### src/sv/fsa_pkg.sv
// shared constants, types and helpers for the framed slotted aloha node sequencer
package fsa_pkg;

  // air-time figures in radio ticks
  localparam int SLOT_TICKS      = 216;
  localparam int BEACON_TICKS    = 32;
  localparam int DATA_TICKS      = 152;
  localparam int ACK_TICKS       = 32;
  localparam int SHORT_GAP_TICKS = 16;
  localparam int LONG_GAP_TICKS  = 32;

  localparam int BEACON_WAIT_SHIFT = 4;
  localparam int BEACON_RX_MARGIN  = 3;
  localparam int DATA_PREP         = 4;
  localparam int DATA_PROC         = 1;
  localparam int ACK_PREP          = 1;
  localparam int ACK_PROC          = 1;

  // field widths
  localparam int MODE_W  = 4;
  localparam int KIND_W  = 2;
  localparam int SLOT_W  = 8;
  localparam int CHAN_W  = 8;
  localparam int ADDR_W  = 16;
  localparam int RND_W   = 16;
  localparam int TURN_W  = 4;
  localparam int CMD_W   = 2;
  localparam int TICK_W  = 16;
  localparam int CFG_IDX_W  = 3;
  localparam int CFG_DATA_W = 16;

  // internal arithmetic widths
  localparam int DLY_W     = 24;
  localparam int PROD_W    = DLY_W - 1;
  localparam int DIV_CNT_W = $clog2(RND_W);

  // event codes
  localparam logic [MODE_W-1:0] MODE_BEACON_LISTEN = 4'd0;
  localparam logic [MODE_W-1:0] MODE_FRAME_START   = 4'd1;
  localparam logic [MODE_W-1:0] MODE_BEACON_END    = 4'd2;
  localparam logic [MODE_W-1:0] MODE_BEACON_WIN    = 4'd3;
  localparam logic [MODE_W-1:0] MODE_DATA_START    = 4'd4;
  localparam logic [MODE_W-1:0] MODE_DATA_END      = 4'd5;
  localparam logic [MODE_W-1:0] MODE_ACK_LISTEN    = 4'd6;
  localparam logic [MODE_W-1:0] MODE_ACK_END       = 4'd7;
  localparam logic [MODE_W-1:0] MODE_ACK_WIN       = 4'd8;

  // radio commands
  localparam logic [CMD_W-1:0] RADIO_NONE = 2'd0;
  localparam logic [CMD_W-1:0] RADIO_RX   = 2'd1;
  localparam logic [CMD_W-1:0] RADIO_TX   = 2'd2;
  localparam logic [CMD_W-1:0] RADIO_STBY = 2'd3;

  // packet kinds
  localparam logic [KIND_W-1:0] KIND_BEACON = 2'd1;
  localparam logic [KIND_W-1:0] KIND_ACK    = 2'd3;

  // register indexes
  localparam logic [CFG_IDX_W-1:0] CFG_OWN_ADDRESS  = 3'd0;
  localparam logic [CFG_IDX_W-1:0] CFG_RX_TURN      = 3'd1;
  localparam logic [CFG_IDX_W-1:0] CFG_TX_TURN      = 3'd2;
  localparam logic [CFG_IDX_W-1:0] CFG_PHY_HEADER   = 3'd3;
  localparam logic [CFG_IDX_W-1:0] CFG_UNSYNC_LIMIT = 3'd4;

  // reset values
  localparam logic [CHAN_W-1:0] DEFAULT_CHANNEL = 8'd26;
  localparam logic [SLOT_W-1:0] UNSYNC_RESET    = 8'd16;
  localparam logic [TURN_W-1:0] RX_TURN_RESET   = 4'd1;
  localparam logic [TURN_W-1:0] TX_TURN_RESET   = 4'd1;
  localparam logic [TURN_W-1:0] PHY_HDR_RESET   = 4'd2;

  // controller to datapath
  typedef struct packed {
    logic capture;
    logic div_step;
    logic mul_load;
    logic finish;
  } dp_cmd_t;

  // datapath to controller
  typedef struct packed {
    logic need_div;
    logic div_last;
    logic out_busy;
  } dp_stat_t;

  // two's complement delay clamped into 0..max tick count
  function automatic logic [TICK_W-1:0] clamp_delay(input logic [DLY_W-1:0] v);
    logic [TICK_W-1:0] r;
    if (v[DLY_W-1]) begin
      r = '0;
    end else if (v[DLY_W-2:TICK_W] != '0) begin
      r = '1;
    end else begin
      r = v[TICK_W-1:0];
    end
    return r;
  endfunction

endpackage

### src/sv/fsa_ctrl.sv
// sequencing state machine for the node sequencer
module fsa_ctrl (
  input  logic               clk,
  input  logic               rst,
  input  logic               item_valid,
  output logic               item_ready,
  input  fsa_pkg::dp_stat_t  stat,
  output fsa_pkg::dp_cmd_t   cmd
);

  localparam logic [2:0] ST_IDLE = 3'd0;
  localparam logic [2:0] ST_DEC  = 3'd1;
  localparam logic [2:0] ST_DIV  = 3'd2;
  localparam logic [2:0] ST_MUL  = 3'd3;
  localparam logic [2:0] ST_FIN  = 3'd4;

  logic [2:0] state;
  logic [2:0] state_next;

  assign item_ready = (state == ST_IDLE);

  always_comb begin
    state_next   = state;
    cmd          = '0;
    unique case (state)
      ST_IDLE: begin
        if (item_valid) begin
          cmd.capture = 1'b1;
          state_next  = ST_DEC;
        end
      end
      ST_DEC: begin
        state_next = stat.need_div ? ST_DIV : ST_MUL;
      end
      ST_DIV: begin
        cmd.div_step = 1'b1;
        if (stat.div_last) begin
          state_next = ST_MUL;
        end
      end
      ST_MUL: begin
        cmd.mul_load = 1'b1;
        state_next   = ST_FIN;
      end
      ST_FIN: begin
        if (!stat.out_busy) begin
          cmd.finish = 1'b1;
          state_next = ST_IDLE;
        end
      end
      default: begin
        state_next = ST_IDLE;
      end
    endcase
  end

  always_ff @(posedge clk) begin
    if (rst) begin
      state <= ST_IDLE;
    end else begin
      state <= state_next;
    end
  end

endmodule

### src/sv/fsa_dp.sv
// datapath: config registers, mac state, slot modulo, delay math and result register
module fsa_dp (
  input  logic                               clk,
  input  logic                               rst,
  input  fsa_pkg::dp_cmd_t                   cmd,
  output fsa_pkg::dp_stat_t                  stat,
  input  logic                               cfg_we,
  input  logic [fsa_pkg::CFG_IDX_W-1:0]      cfg_index,
  input  logic [fsa_pkg::CFG_DATA_W-1:0]     cfg_data,
  input  logic [fsa_pkg::MODE_W-1:0]         mode,
  input  logic                               crc_ok,
  input  logic                               is_protocol_frame,
  input  logic [fsa_pkg::KIND_W-1:0]         packet_kind,
  input  logic [fsa_pkg::SLOT_W-1:0]         slots_in_frame,
  input  logic [fsa_pkg::CHAN_W-1:0]         beacon_channel,
  input  logic                               ack_status_success,
  input  logic [fsa_pkg::ADDR_W-1:0]         destination,
  input  logic [fsa_pkg::RND_W-1:0]          random_value,
  output logic                               result_valid,
  input  logic                               result_ready,
  output logic [fsa_pkg::CMD_W-1:0]          radio_cmd,
  output logic                               timer_start,
  output logic [fsa_pkg::TICK_W-1:0]         delay_ticks,
  output logic [fsa_pkg::MODE_W-1:0]         timer_target,
  output logic                               synchronized,
  output logic                               reset_request,
  output logic [fsa_pkg::SLOT_W-1:0]         chosen_slot,
  output logic                               ack_success,
  output logic [fsa_pkg::CHAN_W-1:0]         channel
);

  localparam int DW = fsa_pkg::DLY_W;

  // configuration
  logic [fsa_pkg::ADDR_W-1:0] own_address;
  logic [fsa_pkg::TURN_W-1:0] rx_turnaround;
  logic [fsa_pkg::TURN_W-1:0] tx_turnaround;
  logic [fsa_pkg::TURN_W-1:0] phy_header_ticks;
  logic [fsa_pkg::SLOT_W-1:0] unsync_limit;

  // mac state
  logic                       beacon_seen;
  logic [fsa_pkg::SLOT_W-1:0] frame_slots;
  logic [fsa_pkg::SLOT_W-1:0] picked_slot;
  logic [fsa_pkg::SLOT_W-1:0] slots_left;
  logic [fsa_pkg::SLOT_W-1:0] sync_budget;
  logic                       in_sync;
  logic                       success_flag;
  logic [fsa_pkg::CHAN_W-1:0] current_channel;

  // captured event
  logic [fsa_pkg::MODE_W-1:0] ev_mode;
  logic                       ev_crc;
  logic                       ev_proto;
  logic [fsa_pkg::KIND_W-1:0] ev_kind;
  logic [fsa_pkg::SLOT_W-1:0] ev_slots;
  logic [fsa_pkg::CHAN_W-1:0] ev_chan;
  logic                       ev_ack;
  logic [fsa_pkg::ADDR_W-1:0] ev_dest;

  // modulo unit
  logic [fsa_pkg::RND_W-1:0]     dvd;
  logic [fsa_pkg::SLOT_W-1:0]    rem;
  logic [fsa_pkg::DIV_CNT_W-1:0] div_cnt;
  logic [fsa_pkg::SLOT_W:0]      rem_shift;
  logic [fsa_pkg::SLOT_W:0]      rem_sub;

  // slot-time product
  logic [fsa_pkg::PROD_W-1:0] prod;
  logic [fsa_pkg::SLOT_W-1:0] mul_op;

  logic sync_ok;

  // next values computed at finish
  logic                        beacon_seen_next;
  logic [fsa_pkg::SLOT_W-1:0]  frame_slots_next;
  logic [fsa_pkg::SLOT_W-1:0]  picked_slot_next;
  logic [fsa_pkg::SLOT_W-1:0]  slots_left_next;
  logic [fsa_pkg::SLOT_W-1:0]  sync_budget_next;
  logic                        in_sync_next;
  logic                        success_flag_next;
  logic [fsa_pkg::CHAN_W-1:0]  current_channel_next;
  logic [fsa_pkg::SLOT_W-1:0]  budget_dec;
  logic [fsa_pkg::CMD_W-1:0]   cmd_r;
  logic                        tstart_r;
  logic [DW-1:0]               dly_raw;
  logic [fsa_pkg::MODE_W-1:0]  target_r;
  logic                        rreq_r;

  assign sync_ok = (ev_mode == fsa_pkg::MODE_BEACON_WIN) && beacon_seen && (frame_slots != '0);

  assign stat.need_div = sync_ok;
  assign stat.div_last = (div_cnt == fsa_pkg::DIV_CNT_W'(fsa_pkg::RND_W - 1));
  assign stat.out_busy = result_valid && !result_ready;

  // one quotient bit per cycle, only the remainder is kept
  assign rem_shift = {rem, dvd[fsa_pkg::RND_W-1]};
  assign rem_sub   = rem_shift - {1'b0, frame_slots};

  assign mul_op = sync_ok ? rem : slots_left;

  always_ff @(posedge clk) begin
    if (rst) begin
      own_address      <= '0;
      rx_turnaround    <= fsa_pkg::RX_TURN_RESET;
      tx_turnaround    <= fsa_pkg::TX_TURN_RESET;
      phy_header_ticks <= fsa_pkg::PHY_HDR_RESET;
      unsync_limit     <= fsa_pkg::UNSYNC_RESET;
    end else if (cfg_we) begin
      unique case (cfg_index)
        fsa_pkg::CFG_OWN_ADDRESS:  own_address      <= cfg_data;
        fsa_pkg::CFG_RX_TURN:      rx_turnaround    <= cfg_data[fsa_pkg::TURN_W-1:0];
        fsa_pkg::CFG_TX_TURN:      tx_turnaround    <= cfg_data[fsa_pkg::TURN_W-1:0];
        fsa_pkg::CFG_PHY_HEADER:   phy_header_ticks <= cfg_data[fsa_pkg::TURN_W-1:0];
        fsa_pkg::CFG_UNSYNC_LIMIT: unsync_limit     <= cfg_data[fsa_pkg::SLOT_W-1:0];
        default: ;
      endcase
    end
  end

  always_ff @(posedge clk) begin
    if (cmd.capture) begin
      ev_mode  <= mode;
      ev_crc   <= crc_ok;
      ev_proto <= is_protocol_frame;
      ev_kind  <= packet_kind;
      ev_slots <= slots_in_frame;
      ev_chan  <= beacon_channel;
      ev_ack   <= ack_status_success;
      ev_dest  <= destination;
      dvd      <= random_value;
      rem      <= '0;
      div_cnt  <= '0;
    end else if (cmd.div_step) begin
      dvd     <= {dvd[fsa_pkg::RND_W-2:0], 1'b0};
      rem     <= rem_sub[fsa_pkg::SLOT_W] ? rem_shift[fsa_pkg::SLOT_W-1:0]
                                          : rem_sub[fsa_pkg::SLOT_W-1:0];
      div_cnt <= div_cnt + 1'b1;
    end
    if (cmd.mul_load) begin
      prod <= fsa_pkg::PROD_W'(mul_op) * fsa_pkg::PROD_W'(fsa_pkg::SLOT_TICKS);
    end
  end

  always_comb begin
    beacon_seen_next     = beacon_seen;
    frame_slots_next     = frame_slots;
    picked_slot_next     = picked_slot;
    slots_left_next      = slots_left;
    sync_budget_next     = sync_budget;
    in_sync_next         = in_sync;
    success_flag_next    = success_flag;
    current_channel_next = current_channel;
    cmd_r                = fsa_pkg::RADIO_NONE;
    tstart_r             = 1'b0;
    dly_raw              = '0;
    target_r             = fsa_pkg::MODE_BEACON_LISTEN;
    rreq_r               = 1'b0;
    budget_dec           = (sync_budget != '0) ? sync_budget - 1'b1 : '0;
    unique case (ev_mode)
      fsa_pkg::MODE_BEACON_LISTEN: begin
        beacon_seen_next  = 1'b0;
        success_flag_next = 1'b0;
        cmd_r             = fsa_pkg::RADIO_RX;
        tstart_r          = 1'b1;
        dly_raw           = DW'(fsa_pkg::BEACON_TICKS << fsa_pkg::BEACON_WAIT_SHIFT);
        target_r          = fsa_pkg::MODE_BEACON_WIN;
      end
      fsa_pkg::MODE_FRAME_START: begin
        tstart_r = 1'b1;
        dly_raw  = DW'(fsa_pkg::BEACON_TICKS) - DW'(phy_header_ticks) - DW'(rx_turnaround)
                   - DW'(fsa_pkg::BEACON_RX_MARGIN);
        target_r = fsa_pkg::MODE_BEACON_WIN;
      end
      fsa_pkg::MODE_BEACON_END: begin
        if (ev_crc && ev_proto && (ev_kind == fsa_pkg::KIND_BEACON)) begin
          beacon_seen_next     = 1'b1;
          frame_slots_next     = ev_slots;
          current_channel_next = ev_chan;
        end
      end
      fsa_pkg::MODE_BEACON_WIN: begin
        cmd_r = fsa_pkg::RADIO_STBY;
        if (sync_ok) begin
          in_sync_next     = 1'b1;
          sync_budget_next = unsync_limit;
          picked_slot_next = rem;
          slots_left_next  = frame_slots - rem - 1'b1;
          tstart_r         = 1'b1;
          dly_raw          = DW'(fsa_pkg::LONG_GAP_TICKS) - DW'(tx_turnaround)
                             - DW'(fsa_pkg::DATA_PREP) + DW'(prod) + DW'(1);
          target_r         = fsa_pkg::MODE_DATA_START;
        end else begin
          in_sync_next     = 1'b0;
          sync_budget_next = budget_dec;
          if (budget_dec == '0) begin
            rreq_r = 1'b1;
          end else begin
            tstart_r = 1'b1;
          end
        end
      end
      fsa_pkg::MODE_DATA_START: begin
        cmd_r    = fsa_pkg::RADIO_TX;
        tstart_r = 1'b1;
        dly_raw  = DW'(fsa_pkg::DATA_TICKS - fsa_pkg::DATA_PREP);
        target_r = fsa_pkg::MODE_DATA_END;
      end
      fsa_pkg::MODE_DATA_END: begin
        cmd_r    = fsa_pkg::RADIO_STBY;
        tstart_r = 1'b1;
        dly_raw  = DW'(fsa_pkg::SHORT_GAP_TICKS) - DW'(rx_turnaround)
                   - DW'(fsa_pkg::DATA_PROC);
        target_r = fsa_pkg::MODE_ACK_LISTEN;
      end
      fsa_pkg::MODE_ACK_LISTEN: begin
        cmd_r    = fsa_pkg::RADIO_RX;
        tstart_r = 1'b1;
        dly_raw  = DW'(fsa_pkg::ACK_TICKS - fsa_pkg::ACK_PREP);
        target_r = fsa_pkg::MODE_ACK_WIN;
      end
      fsa_pkg::MODE_ACK_END: begin
        if (ev_crc) begin
          if (ev_proto && (ev_kind == fsa_pkg::KIND_ACK)) begin
            success_flag_next = ev_ack && (ev_dest == own_address);
          end
        end else begin
          in_sync_next = 1'b0;
        end
      end
      fsa_pkg::MODE_ACK_WIN: begin
        cmd_r    = fsa_pkg::RADIO_STBY;
        tstart_r = 1'b1;
        dly_raw  = DW'(fsa_pkg::SHORT_GAP_TICKS) - DW'(rx_turnaround)
                   - DW'(fsa_pkg::ACK_PROC) + DW'(prod);
        target_r = fsa_pkg::MODE_BEACON_LISTEN;
      end
      default: ;
    endcase
  end

  always_ff @(posedge clk) begin
    if (rst) begin
      beacon_seen     <= 1'b0;
      frame_slots     <= '0;
      picked_slot     <= '0;
      slots_left      <= '0;
      sync_budget     <= fsa_pkg::UNSYNC_RESET;
      in_sync         <= 1'b0;
      success_flag    <= 1'b0;
      current_channel <= fsa_pkg::DEFAULT_CHANNEL;
    end else if (cmd.finish) begin
      beacon_seen     <= beacon_seen_next;
      frame_slots     <= frame_slots_next;
      picked_slot     <= picked_slot_next;
      slots_left      <= slots_left_next;
      sync_budget     <= sync_budget_next;
      in_sync         <= in_sync_next;
      success_flag    <= success_flag_next;
      current_channel <= current_channel_next;
    end
  end

  // result register
  always_ff @(posedge clk) begin
    if (rst) begin
      result_valid <= 1'b0;
    end else if (cmd.finish) begin
      result_valid <= 1'b1;
    end else if (result_ready) begin
      result_valid <= 1'b0;
    end
  end

  always_ff @(posedge clk) begin
    if (cmd.finish) begin
      radio_cmd     <= cmd_r;
      timer_start   <= tstart_r;
      delay_ticks   <= fsa_pkg::clamp_delay(dly_raw);
      timer_target  <= target_r;
      synchronized  <= in_sync_next;
      reset_request <= rreq_r;
      chosen_slot   <= picked_slot_next;
      ack_success   <= success_flag_next;
      channel       <= current_channel_next;
    end
  end

endmodule

### src/sv/fsa_node_slot_sequencer_top.sv
// one event is in work at a time: a new event beat is taken only once the last one has finished
// when the slot is drawn, the modulo takes 16 steps, one quotient bit each
// the 16-by-8 remainder unit runs between decode and the slot multiply, before finish
// a finished result waits in the output register while the next event beat is taken
// reset (rst, synchronous, active high): config to defaults, budget to 16, channel 26, unsynced
// config writes are always ready and take effect at once
module fsa_node_slot_sequencer_top (
  input  logic                            clk,
  input  logic                            rst,
  // config write channel
  input  logic                            cfg_valid,
  output logic                            cfg_ready,
  input  logic [fsa_pkg::CFG_IDX_W-1:0]   cfg_index,
  input  logic [fsa_pkg::CFG_DATA_W-1:0]  cfg_data,
  // event channel
  input  logic                            item_valid,
  output logic                            item_ready,
  input  logic [fsa_pkg::MODE_W-1:0]      mode,
  input  logic                            crc_ok,
  input  logic                            is_protocol_frame,
  input  logic [fsa_pkg::KIND_W-1:0]      packet_kind,
  input  logic [fsa_pkg::SLOT_W-1:0]      slots_in_frame,
  input  logic [fsa_pkg::CHAN_W-1:0]      beacon_channel,
  input  logic                            ack_status_success,
  input  logic [fsa_pkg::ADDR_W-1:0]      destination,
  input  logic [fsa_pkg::RND_W-1:0]       random_value,
  // result channel
  output logic                            result_valid,
  input  logic                            result_ready,
  output logic [fsa_pkg::CMD_W-1:0]       radio_cmd,
  output logic                            timer_start,
  output logic [fsa_pkg::TICK_W-1:0]      delay_ticks,
  output logic [fsa_pkg::MODE_W-1:0]      timer_target,
  output logic                            synchronized,
  output logic                            reset_request,
  output logic [fsa_pkg::SLOT_W-1:0]      chosen_slot,
  output logic                            ack_success,
  output logic [fsa_pkg::CHAN_W-1:0]      channel
);

  fsa_pkg::dp_cmd_t  cmd;
  fsa_pkg::dp_stat_t stat;

  // registers are plain flops, so a write beat never stalls
  assign cfg_ready = 1'b1;

  // controller: idle, decode, modulo steps, slot multiply, finish
  fsa_ctrl u_ctrl (
    .clk        (clk),
    .rst        (rst),
    .item_valid (item_valid),
    .item_ready (item_ready),
    .stat       (stat),
    .cmd        (cmd)
  );

  // datapath: holds all mac state and the result register
  fsa_dp u_dp (
    .clk                (clk),
    .rst                (rst),
    .cmd                (cmd),
    .stat               (stat),
    .cfg_we             (cfg_valid && cfg_ready),
    .cfg_index          (cfg_index),
    .cfg_data           (cfg_data),
    .mode               (mode),
    .crc_ok             (crc_ok),
    .is_protocol_frame  (is_protocol_frame),
    .packet_kind        (packet_kind),
    .slots_in_frame     (slots_in_frame),
    .beacon_channel     (beacon_channel),
    .ack_status_success (ack_status_success),
    .destination        (destination),
    .random_value       (random_value),
    .result_valid       (result_valid),
    .result_ready       (result_ready),
    .radio_cmd          (radio_cmd),
    .timer_start        (timer_start),
    .delay_ticks        (delay_ticks),
    .timer_target       (timer_target),
    .synchronized       (synchronized),
    .reset_request      (reset_request),
    .chosen_slot        (chosen_slot),
    .ack_success        (ack_success),
    .channel            (channel)
  );

`ifndef ASSERT_OFF
  // one event at a time: after an event beat the input side is busy
  a_busy_after_accept: assert property (@(posedge clk) disable iff (rst)
    item_valid && item_ready |=> !item_ready)
    else $error("event accepted while previous event still in work");

  // a reset request comes only from a missed beacon, which drops sync and starts no timer
  a_reset_req_unsynced: assert property (@(posedge clk) disable iff (rst)
    result_valid && reset_request |-> !synchronized && !timer_start)
    else $error("reset request with sync or timer set");

  // no timer means zero delay and zero target
  a_no_timer_zero: assert property (@(posedge clk) disable iff (rst)
    result_valid && !timer_start |-> delay_ticks == '0 && timer_target == '0)
    else $error("timer fields set without timer start");

  // a new result is never written over one still waiting
  a_result_not_lost: assert property (@(posedge clk) disable iff (rst)
    result_valid && !result_ready |=> result_valid && $stable(delay_ticks))
    else $error("pending result dropped or changed");
`endif

endmodule
### config.mk
export PLATFORM = sky130hd
export DESIGN_NAME = fsa_node_slot_sequencer_top
export DESIGN_NICKNAME = d
export VERILOG_FILES = /design/src/sv/fsa_pkg.sv /design/src/sv/fsa_ctrl.sv /design/src/sv/fsa_dp.sv /design/src/sv/fsa_node_slot_sequencer_top.sv
export SDC_FILE = /design/constraint.sdc
export NUM_CORES = 1
export LEC_CHECK = 0
export ABC_AREA = 0
export BUFFER_PORTS_ARGS = -buffer_cell sky130_fd_sc_hd__buf_2
export CORE_ASPECT_RATIO = 0.75
export CORE_MARGIN = 2
export CORE_UTILIZATION = 60
export CTS_CLUSTER_SIZE = 20
export DETAILED_ROUTE_END_ITERATION = 16
export PLACE_DENSITY_LB_ADDON = 0.25
export RECOVER_POWER = 100
export SLEW_MARGIN = 40
export SYNTH_ARGS = -nofsm -noshare
export SYNTH_HDL_FRONTEND = slang
export SYNTH_SLANG_ARGS = --single-unit
### constraint.sdc
create_clock -name clk -period 6.2 [get_ports clk]
set_clock_uncertainty 0.1 [all_clocks]
set_input_delay 1.24 -clock clk [delete_from_list [all_inputs] [get_ports clk]]
set_output_delay 1.24 -clock clk [all_outputs]
set_load 0.01 [all_outputs]
==> impl_metrics.env <==
export IMPL_timing_hold_violations_final=0
export IMPL_grt_max_degree=78
export IMPL_cap_violations=3
export IMPL_cts_htree_levels=1
export IMPL_via_density_per_instance=5.80
export IMPL_synthDominantAreaCellType="sky130_fd_sc_hd__edfxtp_1"
export IMPL_number_of_nets_at_the_end_of_the_flow=1565
export IMPL_drc=0
export IMPL_clockRootBuffer="sky130_fd_sc_hd__clkbuf_16"
export IMPL_grt_pass1_wl_mm=45.8
export IMPL_groute_usage_overall=0.261
export IMPL_clock_insertion_delay_worst_skew_ps=500
export IMPL_final_period_utilization=0.862
export IMPL_hold_path_class="register to register"
export IMPL_clkSinkCount=207
export IMPL_grt_setup_unrepaired="no"
export IMPL_synth_edff_count=112
export IMPL_dp_final_hpwl_mm=20.6
export IMPL_die_width_um=168
export IMPL_synth_area_per_cell_um2=9.49
export IMPL_p_per_area_nw_per_um2=256
export IMPL_post_cts_resized=0
export IMPL_numCtsBuffers=21
export IMPL_failed_checks="capacitance limit, slew limit"
export IMPL_fillCellCount=1658
export IMPL_reg2reg_to="u_dp.prod[15]$_DFFE_PP_"
export IMPL_drt_iter0_drc=886
export IMPL_tightestPinTransition_ps=3590
export IMPL_crit_arrival_ps=5500
export IMPL_synth_seq_area_share=0.434
export IMPL_cts_path_max_buffers=3
export IMPL_r2r_setup_slack_ps=850
export IMPL_grt_pass1_vias=8991
export IMPL_crit_end="u_dp.prod[15]$_DFFE_PP_"
export IMPL_post_cts_setup_buffers=0
export IMPL_die_y_um=127
export IMPL_ios=126
export IMPL_timing_worst_setup_path_type="register to register"
export IMPL_synth_top_area_share=0.277
export IMPL_grt_antenna_before_repair=0
export IMPL_row_count=45
export IMPL_finish_instance_area_um2=13400
export IMPL_grt_overflow_total=0
export IMPL_antenna_left=0
export IMPL_core_um2=20000
export IMPL_critPathLaunchType="register"
export IMPL_synth_nets=1458
export IMPL_postLayoutCoreUtil=0.669
export IMPL_seqCellArea_um2=5270
export IMPL_yosys_warn_count=0
export IMPL_timing_slew_headroom=-1.39
export IMPL_syn_to_final_growth_pct=10.5
export IMPL_crit_fanout=12
export IMPL_min_period_ps=5350
export IMPL_starting_density=0.606
export IMPL_netlist_top_cells_area="sky130_fd_sc_hd__edfxtp_1 28%, sky130_fd_sc_hd__dfxtp_1 16%, sky130_fd_sc_hd__ha_1 8.7%"
export IMPL_worst_ir_drop_vdd_v=0.000254
export IMPL_fin_setup_tns_ps=0
export IMPL_floorplan_die_area_um2=21400
export IMPL_netlist_area_um2=12100
export IMPL_cts_hold_buffers=0
export IMPL_r2r_cells=18
export IMPL_ys_ff_latch=207
export IMPL_last_weighted_congestion_value_of_the_routability_driven_placer=0.965
export IMPL_share_of_synthesized_flip_flops_with_an_asynchronous_set_or_reset=0
export IMPL_timing_critical_path_to_type="register"
export IMPL_post_synth_inst_count=1280
export IMPL_wl_per_cell_um=17.0
export IMPL_setup_failing_eps_final=0
export IMPL_insertedDiodeCount=0
export IMPL_cts_clk_slew_worst_paths_ps=60
export IMPL_holdWs_ps=352
export IMPL_run_status="finished with violations"
export IMPL_slew_viol_final=181
export IMPL_share_of_post_route_cells_with_drive_strength_above_1=0.118
export IMPL_footprint_of_the_multi_input_gates_um2=6180
export IMPL_port_buffers=124
export IMPL_critical_path_required_ps=6360
export IMPL_routed_via_count=9617
export IMPL_worstReg2RegStart="u_dp.frame_slots[1]$_SDFFE_PP0P_"
export IMPL_dpl_cell_area_um2=12900
export IMPL_final_routed_wirelength_across_all_metal_layers_mm=28.2
export IMPL_p_leak_nw=5.40
export IMPL_worst_setup_sp="u_dp.frame_slots[1]$_SDFFE_PP0P_"
export IMPL_tritoncts="yes"
export IMPL_postSynth_topFlopCell="sky130_fd_sc_hd__edfxtp_1"
export IMPL_achievable_frequency_ghz=0.187
export IMPL_drt_pass1_iter_count=6
export IMPL_ys_types=82
-- worst min path at each step --
stage                                          from                              endpoint  slack [ps]  cells past startpoint
3_5_place_dp        u_dp.slots_left[6]$_SDFFE_PP0P_       u_dp.slots_left[6]$_SDFFE_PP0P_         350                      2
4_1_cts        u_dp.current_channel[7]$_SDFFE_PP0P_  u_dp.current_channel[7]$_SDFFE_PP0P_         350                      2
6_report       u_dp.current_channel[5]$_SDFFE_PP0P_  u_dp.current_channel[5]$_SDFFE_PP0P_         350                      2
2_1_floorplan  u_dp.current_channel[0]$_SDFFE_PP0P_  u_dp.current_channel[0]$_SDFFE_PP0P_         330                      2
5_1_grt           u_dp.unsync_limit[0]$_SDFFE_PP0P_     u_dp.unsync_limit[0]$_SDFFE_PP0P_         370                      2
3_3_place_gp   u_dp.current_channel[0]$_SDFFE_PP0P_  u_dp.current_channel[0]$_SDFFE_PP0P_         340                      2
-- final cells by class --
type | count | share of cell area
Clock inverter | 5 | 0.00177
Multi-Input combinational cell | 918 | 0.461
Tap cell | 258 | 0.0241
Inverter | 104 | 0.0293
Clock buffer | 32 | 0.0447
Sequential cell | 207 | 0.393
Timing Repair Buffer | 135 | 0.0468
-- Yosys cell counts (11+ instances only) --
library cell,instances
sky130_fd_sc_hd__nand2_1,218
sky130_fd_sc_hd__nand4_1,11
sky130_fd_sc_hd__dfxtp_1,95
sky130_fd_sc_hd__mux2i_1,12
sky130_fd_sc_hd__a21oi_1,113
sky130_fd_sc_hd__o21ai_0,35
sky130_fd_sc_hd__mux2_2,25
sky130_fd_sc_hd__xor2_1,32
sky130_fd_sc_hd__and2_1,11
sky130_fd_sc_hd__a211oi_1,22
sky130_fd_sc_hd__xnor2_1,43
sky130_fd_sc_hd__fa_1,13
sky130_fd_sc_hd__inv_1,102
sky130_fd_sc_hd__nor2_1,83
sky130_fd_sc_hd__edfxtp_1,112
sky130_fd_sc_hd__ha_1,84
sky130_fd_sc_hd__clkbuf_1,37
sky130_fd_sc_hd__nand3_1,15
sky130_fd_sc_hd__nor3_1,18
-- routing by layer --
layer	GRT usage	up-vias	wire (um)	share of wire
met4	0.0456	0	433	0.015
met5	0	-	0	0
li1	-	4705	-	-
met3	0.0366	39	1910	0.068
met1	0.393	4538	13400	0.48
met2	0.408	335	12400	0.44
-- logic make-up (layout without fill, tap and decap cells) --
kind of cell / Yosys count / in the layout / synth area share
flip-flops: 207 / 207 / 0.434
AND/OR/NAND/NOR: 408 / 408 / 0.149
AO/OA/AOI/OAI: 296 / 296 / 0.165
XOR/XNOR: 76 / 76 / 0.0554
buffers and inverters: 155 / 276 / 0.0535
multiplexers: 37 / 37 / 0.0331
adder cells (fa/ha/maj): 100 / 100 / 0.111
other: 1 / 1 / 0.000309
-- per-stage QoR --
stage / total power, W / instances / setup slack, ps
2_1_floorplan: 0.00212 / 1280 / 1150
3_3_place_gp: 0.00227 / 1622 / 1330
3_5_place_dp: 0.00228 / 1622 / 1200
4_1_cts: 0.00345 / 1659 / 1190
5_1_grt: 0.00360 / 1659 / 358
6_report: 0.00344 / 1659 / 854
-- report_power, final --
group | leakage, nW | switching (W) | internal, W
registers | 1.83 | 0.0000819 | 0.00157
clock network | 0.303 | 0.000499 | 0.000665
logic | 3.26 | 0.000386 | 0.000237
total | 5.40 | 0.000967 | 0.00247
-- registers in the layout, indices dropped and copies added, names as in the netlist, 8 cells and up --
register / count
u_dp.own_address: 16
u_dp.unsync_limit: 8
u_dp.current_channel: 8
u_dp.frame_slots: 8
u_dp.slots_left: 8
u_dp.picked_slot: 8
u_dp.rem: 8
u_dp.sync_budget: 8
u_dp.delay_ticks: 16
u_dp.dvd: 16
u_dp.ev_chan: 8
u_dp.ev_slots: 8
u_dp.ev_dest: 16
u_dp.channel: 8
u_dp.prod: 13
u_dp.chosen_slot: 8
-- layout by cell type, fill, tap and decap left out, types with 12 or more instances in the layout --
cell,count
sky130_fd_sc_hd__mux2i_1,12
sky130_fd_sc_hd__fa_1,13
sky130_fd_sc_hd__nor3_1,16
sky130_fd_sc_hd__xnor2_1,43
sky130_fd_sc_hd__buf_2,79
sky130_fd_sc_hd__a21oi_1,118
sky130_fd_sc_hd__a211oi_1,22
sky130_fd_sc_hd__nand3_1,15
sky130_fd_sc_hd__o21ai_0,36
sky130_fd_sc_hd__clkbuf_1,58
sky130_fd_sc_hd__ha_1,84
sky130_fd_sc_hd__inv_1,103
sky130_fd_sc_hd__clkbuf_16,22
sky130_fd_sc_hd__edfxtp_1,112
sky130_fd_sc_hd__dfxtp_1,95
sky130_fd_sc_hd__nand2_1,218
sky130_fd_sc_hd__nor2_1,82
sky130_fd_sc_hd__xor2_1,32
sky130_fd_sc_hd__mux2_2,25
-- worst max-delay path, stage by stage, from the launching register on --
cell and delay (ps):
sky130_fd_sc_hd__dfxtp_1 390, sky130_fd_sc_hd__or4_1 580, sky130_fd_sc_hd__o211ai_1 880, sky130_fd_sc_hd__nand2_1 110
sky130_fd_sc_hd__nand2_1 170, sky130_fd_sc_hd__ha_1 260, sky130_fd_sc_hd__inv_1 80, sky130_fd_sc_hd__fa_1 440
sky130_fd_sc_hd__fa_1 510, sky130_fd_sc_hd__inv_1 40, sky130_fd_sc_hd__ha_1 330, sky130_fd_sc_hd__a21oi_1 210
sky130_fd_sc_hd__o21bai_1 80, sky130_fd_sc_hd__a21oi_1 220, sky130_fd_sc_hd__o21bai_1 90, sky130_fd_sc_hd__a21oi_1 220
sky130_fd_sc_hd__o21bai_1 90, sky130_fd_sc_hd__a21oi_1 180, sky130_fd_sc_hd__xnor2_1 80
Note: power is estimated with default switching activity, not from simulation.
